<file path="config.mk">
export PLATFORM = sky130hd
export DESIGN_NAME = scaled_integer_to_binary64_core
export DESIGN_NICKNAME = d
export VERILOG_FILES = /design/src/rtl/si2d_pkg.sv /design/src/rtl/si2d_round.sv /design/src/rtl/scaled_integer_to_binary64_core.sv
export SDC_FILE = /design/constraint.sdc
export NUM_CORES = 2
export LEC_CHECK = 0
export BUFFER_PORTS_ARGS = -buffer_cell sky130_fd_sc_hd__buf_4
export CAP_MARGIN = 20
export CORE_MARGIN = 8
export CORE_UTILIZATION = 35
export CTS_BUF_LIST = sky130_fd_sc_hd__clkbuf_4 sky130_fd_sc_hd__clkbuf_8
export CTS_CLUSTER_DIAMETER = 120
export CTS_CLUSTER_SIZE = 14
export DETAILED_ROUTE_END_ITERATION = 10
export SETUP_SLACK_MARGIN = 0.4
export SYNTH_ARGS = -nofsm -noshare
export SYNTH_HDL_FRONTEND = slang
export SYNTH_SLANG_ARGS = --single-unit
export TNS_END_PERCENT = 30
</file>
<file path="constraint.sdc">
create_clock -name clk_i -period 9.6 [get_ports clk_i]
set_input_delay 0.48 -clock clk_i [delete_from_list [all_inputs] [get_ports clk_i]]
set_output_delay 0.48 -clock clk_i [all_outputs]
set_load 0.005 [all_outputs]
</file>
<file path="src/rtl/si2d_pkg.sv">
package si2d_pkg;

  localparam int unsigned SigW = 64;
  localparam int unsigned ExpW = 13;
  localparam int unsigned BitsW = 63;
  localparam int unsigned TopW = 6;

  localparam logic [62:0] InfPattern = 63'h7FF0000000000000;

  typedef struct packed {
    logic [SigW-1:0] significand;
    logic below_nonzero;
    logic signed [ExpW-1:0] power_of_two;
  } si2d_req_t;

  typedef struct packed {
    logic [BitsW-1:0] double_bits;
    logic range_flag;
  } si2d_res_t;

endpackage

</file>
<file path="src/rtl/si2d_round.sv">
module si2d_round (
  input  si2d_pkg::si2d_req_t req_i,
  output si2d_pkg::si2d_res_t res_o
);
  import si2d_pkg::*;

  logic [TopW-1:0] top;
  logic signed [14:0] p;
  logic signed [14:0] biased;
  logic signed [14:0] t;
  logic [6:0] shl;
  logic [6:0] shr;
  logic [63:0] q;
  logic [63:0] lowmask;
  logic sticky;
  logic [53:0] m;
  logic [11:0] bexp;
  logic rnd;

  always_comb begin
    top = '0;
    for (int i = 0; i < 64; i++) begin
      if (req_i.significand[i]) begin
        top = TopW'(i);
      end
    end
  end

  always_comb begin
    p = 15'(top) + 15'(req_i.power_of_two);
    biased = p + 15'sd1023;
    t = 15'(req_i.power_of_two) + 15'sd1075;
    res_o = '0;
    shl = '0;
    shr = '0;
    q = '0;
    lowmask = '0;
    sticky = req_i.below_nonzero;
    m = '0;
    bexp = '0;
    rnd = 1'b0;
    if (req_i.significand == '0) begin
      res_o = '0;
    end else if (p > 15'sd1024 || biased >= 15'sd2047) begin
      res_o.double_bits = InfPattern;
      res_o.range_flag = 1'b1;
    end else if (p < -15'sd1076) begin
      res_o.range_flag = 1'b1;
    end else if (biased >= 15'sd1) begin
      if (top <= TopW'(53)) begin
        shl = 7'(6'd53 - top);
      end else begin
        shr = 7'(top - 6'd53);
      end
      lowmask = ~(64'hFFFF_FFFF_FFFF_FFFF << shr);
      sticky = sticky | ((req_i.significand & lowmask) != '0);
      q = (req_i.significand << shl) >> shr;
      rnd = q[0] & (sticky | q[1]);
      m = {1'b0, q[53:1]} + 54'(rnd);
      bexp = biased[11:0];
      if (m[53]) begin
        m = m >> 1;
        bexp = bexp + 12'd1;
      end
      if (bexp >= 12'd2047) begin
        res_o.double_bits = InfPattern;
        res_o.range_flag = 1'b1;
      end else begin
        res_o.double_bits = {bexp[10:0], m[51:0]};
      end
    end else begin
      if (t >= 15'sd0) begin
        shl = t[6:0];
        q = req_i.significand << shl;
      end else if (-t >= 15'sd64) begin
        sticky = 1'b1;
      end else begin
        shr = 7'(-t);
        lowmask = ~(64'hFFFF_FFFF_FFFF_FFFF << shr);
        sticky = sticky | ((req_i.significand & lowmask) != '0);
        q = req_i.significand >> shr;
      end
      rnd = q[0] & (sticky | q[1]);
      m = {1'b0, q[53:1]} + 54'(rnd);
      res_o.double_bits = 63'(m);
      res_o.range_flag = (q[0] | sticky) & ~m[52];
    end
  end

endmodule

</file>
<file path="src/rtl/scaled_integer_to_binary64_core.sv">
// Converts a 64-bit significand, sticky bit and signed power of two to the
// nearest positive binary64 (ties to even). One request per cycle unless
// back-pressure fills the skid slot: an input register feeds the leading-one
// search, shifter and rounder, whose result lands in an output register with a skid slot.
module scaled_integer_to_binary64_core (
  input  logic        clk_i,
  input  logic        rst_ni,
  input  logic        s_axis_tvalid,
  output logic        s_axis_tready,
  // [63:0] significand, [64] below_nonzero, [77:65] power_of_two
  input  logic [79:0] s_axis_tdata,
  output logic        m_axis_tvalid,
  input  logic        m_axis_tready,
  // [62:0] double_bits, [63] range_flag
  output logic [63:0] m_axis_tdata
);
  import si2d_pkg::*;

  si2d_req_t req_q;
  logic in_v_q;
  si2d_res_t res_d;
  si2d_res_t out_q, skid_q;
  logic out_v_q, skid_v_q;
  logic adv;

  assign s_axis_tready = ~skid_v_q;
  assign adv = ~skid_v_q;

  si2d_round u_round (.req_i(req_q), .res_o(res_d));

  always_ff @(posedge clk_i or negedge rst_ni) begin
    if (!rst_ni) begin
      in_v_q <= 1'b0;
      out_v_q <= 1'b0;
      skid_v_q <= 1'b0;
    end else begin
      if (adv) begin
        in_v_q <= s_axis_tvalid;
      end
      if (!out_v_q || m_axis_tready) begin
        out_v_q <= skid_v_q | (adv & in_v_q);
        skid_v_q <= 1'b0;
      end else if (adv && in_v_q) begin
        skid_v_q <= 1'b1;
      end
    end
  end

  always_ff @(posedge clk_i) begin
    if (adv && s_axis_tvalid) begin
      req_q <= {s_axis_tdata[63:0], s_axis_tdata[64], s_axis_tdata[77:65]};
    end
    if (!out_v_q || m_axis_tready) begin
      out_q <= skid_v_q ? skid_q : res_d;
    end else if (adv && in_v_q) begin
      skid_q <= res_d;
    end
  end

  assign m_axis_tvalid = out_v_q;
  assign m_axis_tdata = {out_q.range_flag, out_q.double_bits};

`ifndef ASSERT_OFF
  a_skid_only_stalled: assert property (@(posedge clk_i) disable iff (!rst_ni)
    skid_v_q |-> out_v_q) else $error("skid full with empty output");
  a_no_accept_when_skid: assert property (@(posedge clk_i) disable iff (!rst_ni)
    skid_v_q |-> !s_axis_tready) else $error("accept while skid full");
  a_skid_fill: assert property (@(posedge clk_i) disable iff (!rst_ni)
    $rose(skid_v_q) |-> $past(out_v_q && !m_axis_tready)) else $error("bad skid fill");
`endif

endmodule
</file>
**Yosys cells after proc, flatten, opt, wreduce, memory -nomap -nowiden**

Index checks and enable logic that the tools add are counted.

- Register bits after elaboration: 209
- Bits of input ports: 84
- Output and inout bits: 66
- Word-level logic and storage cells: 161

- Add/subtract/negate cells: 9
- $lt $le $gt $ge: 8
- Shift operators: 6
- Muxes and demuxes: 101
- Bitwise logic cells: 17
- Reduce and logical (&&, ||, !) cells: 10

Operators with widths:

| cell | number |
|---|---|
| $mux 6 | 62 |
| $mux 54 | 6 |
| $mux 64 | 4 |
| $and 64x64->64 | 2 |
| $not 64->64 | 2 |
| $reduce_bool 64->1 | 2 |
| $shl 64x7->64 const A | 2 |
| $shr 64x7->54 | 2 |
| $mux 63 | 2 |
| $add 53x1->54 | 2 |
| $mux 7 | 10 |
| $logic_not 64->1 | 1 |
| $shl 64x7->54 | 1 |
| $shl 64x7->64 | 1 |
| $mux 12 | 5 |
| $mux 52 | 1 |
| $add 15x11->15 const B | 1 |
| $ge 15x1->1 const B | 1 |
| $ge 15x12->1 const B | 1 |
| $ge 15x2->1 const B | 1 |
| $ge 15x8->1 const B | 1 |
| $gt 15x12->1 const B | 1 |
| $lt 15x12->1 const B | 1 |
| $neg 15->15 | 1 |
| other kinds (16) | 38 |

**Longest topological paths before layout**

- Word-level depth: 90
- Depth in mapped cells: 40
- Gate-level depth less buffers: 30

**Hierarchy**

Synthesis repeated with hierarchy kept, for this count alone.

- Cell total of the unflattened synthesis: 4127
- Area total of the unflattened synthesis: 30723.2 um2

By module, submodules not included:

| module | instances | cells an instance | area an instance (um2) | seq. area each (um2) |
|---|---|---|---|---|
| si2d_round | 1 | 3838 | 23617.7 | 0.0 |
| scaled_integer_to_binary64_core | 1 | 289 | 7105.6 | 6261.0 |

**Worst setup path after synthesis**

OpenSTA, ideal clock, no wires.

- Path type: flip-flop to flip-flop
- From: register req_q[0] (netlist name)
- To: register out_q, in the netlist m_axis_tdata[63] (data pin)
- Library setup time: 256 ps
- Arrival time: 9784 ps
- Required time: 9344 ps
- Path slack: -441 ps
- Stages on the path, launching flop included: 37
- Buffers on the path: 13
- Period minus slack after synthesis: 10041 ps
- Cells stage by stage: edfxtp_1 > clkbuf_1 > buf_2 > buf_1 > buf_1 > clkbuf_1 > buf_1 > clkbuf_1 > inv_1 > ha_1 > clkbuf_1 > buf_1 > clkbuf_1 > clkbuf_1 > buf_1 > clkbuf_1 > mux4_2 > nand2_1 > and3_1 > a211oi_1 > a311oi_1 > o32ai_1 > o21a_1 > ha_1 > ha_1 > inv_1 > nor4_1 > nand3_1 > nor4bb_1 > and2_1 > and3_1 > and2_1 > nand2_1 > xnor2_1 > a21oi_1 > o21ai_0 > a22o_1

- Word-level cells in the longest chain between the ends: 23
- Elaborated cells on any way between the ends: 49
- Those cells by class: add/sub (6); order compare (7); shift (3); mux (23); bitwise (8); reduce/logical (2)

Ends and longest elaborated chain:

| element | line | text |
|---|---|---|
| start, declared | scaled_integer_to_binary64_core.sv:19 | `si2d_req_t req_q;` |
| start signal, assigned | scaled_integer_to_binary64_core.sv:51 | `req_q <= {s_axis_tdata[63:0], s_axis_tdata[64], s_axis_tdata[77:65]};` |
| $add 13x12->14 | si2d_round.sv:32 | `t = 15'(req_i.power_of_two) + 15'sd1075;` |
| $neg 15->15 | si2d_round.sv:75 | `end else if (-t >= 15'sd64) begin` |
| $shl 64x7->64 | si2d_round.sv:79 | `lowmask = ~(64'hFFFF_FFFF_FFFF_FFFF << shr);` |
| $not 64->64 | si2d_round.sv:79 |  |
| $and 64x64->64 | si2d_round.sv:80 | `sticky = sticky \| ((req_i.significand & lowmask) != '0);` |
| $reduce_bool 64->1 | si2d_round.sv:80 |  |
| $or 1x1->1 | si2d_round.sv:80 |  |
| $mux 1 | si2d_round.sv:75 |  |
| [7 not listed] | n/a |  |
| $add 53x1->54 | si2d_round.sv:84 | `m = {1'b0, q[53:1]} + 54'(rnd);` |
| $not 1->1 | si2d_round.sv:86 | `res_o.range_flag = (q[0] \| sticky) & ~m[52];` |
| $and 1x1->1 | si2d_round.sv:86 |  |
| $mux 64 | si2d_round.sv:49 | `end else if (biased >= 15'sd1) begin` |
| $mux 1 | si2d_round.sv:47 | `end else if (p < -15'sd1076) begin` |
| $mux 64 (*) | si2d_round.sv:44 | `end else if (p > 15'sd1024 \|\| biased >= 15'sd2047) begin` |
| $mux 64 (*) | si2d_round.sv:42 | `if (req_i.significand == '0) begin` |
| $mux 64 (*) | scaled_integer_to_binary64_core.sv:54 | `out_q <= skid_v_q ? skid_q : res_d;` |
| end signal, assigned | scaled_integer_to_binary64_core.sv:54 |  |
| end, declared | scaled_integer_to_binary64_core.sv:22 | `si2d_res_t out_q, skid_q;` |

Every way passes the cells marked *; elsewhere a longest branch is shown, timed or not. The select of a mux whose other input is x is not followed.
A chain may end at the register's enable or synchronous reset.

**Worst setup path in the final report**

- From: register req_q[45] (netlist name)
- To: register out_q, in the netlist m_axis_tdata[17] (data pin)

- Word-level cells in the longest chain between the ends: 59
- Elaborated cells on any way between the ends: 98
- Those cells by class: add/sub (7); order compare (6); shift (5); mux (67); bitwise (9); reduce/logical (4)

Ends and longest elaborated chain:

| element | line |
|---|---|
| parallel branches: the longest is 57 deep, another holds $mux 6 | n/a |
| $mux 64 (*) | si2d_round.sv:42 |
| $mux 64 (*) | scaled_integer_to_binary64_core.sv:54 |

Mark *: on every way between the ends. The select of a mux whose other input is x is not followed.

==> qor.csv <==
stage,metric,value,unit
timing,Fmax achieved,109,MHz
flow_run,max cap viols,0,
worst_setup_path,cell mode on critical path,buf_4,
global_route,Tot GR Track Use,0.411,
logic_synthesis,share of the synthesized area in the top cell type,0.194,
logic_synthesis,"area leader, netlist",edfxtp_1,
floorplan,FP Rows,110,
worst_setup_path,Slowest cell on crit path,o31ai_1,
clock_network,root buf cell,clkbuf_8,
place,IO buf count,147,
clock_network,CTS sink count,209,
logic_synthesis,Post-Syn Nets,4308,
clock_network,H-tree depth,1,
worst_setup_path,critical path type,reg -> reg,
logic_synthesis,synth unique cells,125,
worst_hold_path,worst hold path class,in -> reg,
floorplan,initial core utilization,0.353,
route,router iterations before antenna repair,8,
final_layout,most frequent cells in the layout,"1,331 x buf_4, 589 x nand2_1, 425 x nor2_1, 289 x a21oi_1, 260 x o21ai_0",
route,Routed Antenna Nets,0,
floorplan,core area,90100,sq um
global_route,grt ovf,0,
logic_synthesis,top_reg_cell synth,edfxtp_1,
logic_synthesis,mapped cell area,31900,sq um
place,HPWL after DPL,175000,um
worst_setup_path,CP max stage delay,0.70,ns
timing,Worst slew margin,0.113,
logic_synthesis,sequential area share after synthesis,0.196,
global_route,vias in the first global route,40100,
final_layout,non-filler instance count after layout,6481,
timing,Tcrit/Tclk final,0.959,
global_route,first-pass GRT wire length,305000,um
timing,RSZ-0062 raised after global routing,no,
final_layout,total area of sequential cells,6260,sq um
logic_synthesis,number of synthesized flops with an enable pin,206,
route,WL per Instance,33.8,um
timing,hold slack,0.0750,ns
status,status,"finished, final reports clean",
timing,Worst Tran Pin Value,1.32,ns
route,First DRT Iteration DRCs,6473,
timing,"Hold Vio Cnt, Final",0,
route,DRC,0,
floorplan,die area,101000,sq um
logic_synthesis,synth warn,0,
logic_synthesis,synth top area cells,"edfxtp_1 19%, mux4_2 8.2%, nand2_1 6.9%",
timing,setup violators final,0,
pwr,Max VDD drop,0.120,mV
place,Final Wtd Congestion,1.06,
final_layout,multi-input logic area,24200,sq um
global_route,largest net degree at the start of global routing,121,
final_layout,"commonest non-fill, non-tap cell in the layout",buf_4,
worst_setup_path,Worst Path Required,9.98,ns
final_layout,nets@finish,5396,
place,DP Cell Count,6326,
worst_setup_path,CP Max Fanout,20,
route,final wirelength,219000,um
worst_setup_path,Critical Path Start Type,flip-flop,
final_layout,# fillers,9063,
route,Vias per Instance,6.58,
final_layout,Syn-to-layout area delta,38.6,%
clock_network,CTS tree,done,
timing,Final TNS setup,0,ns
route,via count,42600,
logic_synthesis,post-synthesis register bit count,209,
logic_synthesis,Post-Synthesis Cells,4201,
timing,min Tclk post-route,9.21,ns
worst_setup_path,Worst Path Arrival,9.59,ns
logic_synthesis,Async SR Flop Fraction,0.0144,
timing,Max Transition Viols Final,0,
timing,Worst Skew,0.124,ns
floorplan,die width,318,um
pwr,Pleak,17.7,nW
pwr,"Power, Total",6.05,mW
clock_network,Max clock buf depth,3,
clock_network,CTS Buf Count,19,
final_layout,share of cells above drive strength 1,0.329,
clock_network,clk slew on worst S/H paths,0.09,ns
worst_setup_path,Worst Setup End Kind,flip-flop,
logic_synthesis,Mapped Avg Cell Area,7.59,sq um
floorplan,Die Height,318,um
clock_network,Clock Latency Late Sink,0.70,ns
pwr,power per cell area,137,nW/um^2
floorplan,Ports,150,
global_route,initial antenna violation count,10,
Yosys cell counts, drive strengths merged, types with 21 or more instances:
cell,count
a2111oi,24
a211oi,69
a21boi,23
a21o,29
a21oi,303
a221o,29
a221oi,33
a22o,28
a22oi,68
a31oi,55
a32oi,27
and2,34
and3,59
buf,139
clkbuf,249
edfxtp,206
ha,22
inv,58
mux2,23
mux2i,119
mux4,116
nand2,591
nand2b,21
nand3,152
nand4,51
nor2,438
nor3,134
nor4,56
o211ai,57
o21a,26
o21ai,294
o221ai,21
o22ai,87
o31ai,88
or3,23
xnor2,102
xor2,43
cells by family after synthesis:
family / count (synthesis) / synth area share
buffers and inverters: 446 / 0.0592
xor gates and xnor gates: 145 / 0.0403
adders and majority gates: 23 / 0.00927
AOI/OAI and AO/OA: 1464 / 0.323
muxes: 258 / 0.127
DFF: 209 / 0.196
and+or+nand+nor: 1656 / 0.244
timing repair:
item                                   4_1_cts  5_1_grt
gates resized for setup                     12       36
pin swaps                                    1        4
buffers inserted                             2       39
endpoints found under the hold margin       78        0
hold buffers                                76        0
setup endpoints to repair                  121      125
critical path: cells and delay by family, from the launching register on:
family          cells  cell delay, ns
simple gates        7            1.03
buf+inv            12            2.25
fa+ha+maj           1            0.19
compound gates     16            4.63
mux                 2            0.27
flops               1            0.47
where the power goes:
part	switching [mW]	leakage (nW)	internal [mW]
registers	0.0883	2.05	1.15
logic	2.58	15.4	1.67
clock network	0.337	0.187	0.218
total	3.01	17.7	3.04
registers in the layout, indices dropped and copies added, names as in the netlist:
| name | cells |
|---|---|
| in_v_q | 1 |
| skid_q | 64 |
| req_q | 78 |
| m_axis_tvalid | 1 |
| skid_v_q | 1 |
| m_axis_tdata | 64 |
final timing paths:
check | cells past startpoint | slack (ns) | from | end
setup reg to reg | 38 | 0.39 | req_q[45] | m_axis_tdata[17]
min in group asynchronous | 2 | 0.22 | rst_ni | skid_v_q
setup / recovery | 38 | 0.39 | req_q[45] | m_axis_tdata[17]
max in group asynchronous | 2 | 9.27 | rst_ni | skid_v_q
hold reg to reg | 1 | 0.51 | in_v_q | in_v_q
hold / removal | 1 | 0.08 | s_axis_tdata[65] | req_q[0]
cell type report:
class	instances	area share
Inverter	58	0.00493
Sequential cell	209	0.142
Timing Repair Buffer	1455	0.264
Multi-Input combinational cell	3546	0.548
Antenna cell	6	0.000340
Clock inverter	4	0.000652
Tap cell	1176	0.0333
Clock buffer	27	0.00728
layer usage:
metal  vias to the layer above  share of wire  global-route usage
met4                         2          0.081               0.266
met3                       747           0.11               0.115
li1                      18400              -                   -
met2                      3105           0.42               0.623
met5                         -       0.000068                   0
met1                     20400           0.38               0.509
per-stage QoR:
step	cell area, sq um	utilization	setup WS (ns)
after floorplan	31900	-	0.521
after global placement	42500	0.471	-0.0649
after detailed placement	42500	0.471	-0.129
after CTS	43700	0.484	0.412
after global routing	44200	0.490	0.346
final	44200	0.490	0.389
(Power assumes the default switching activity.)
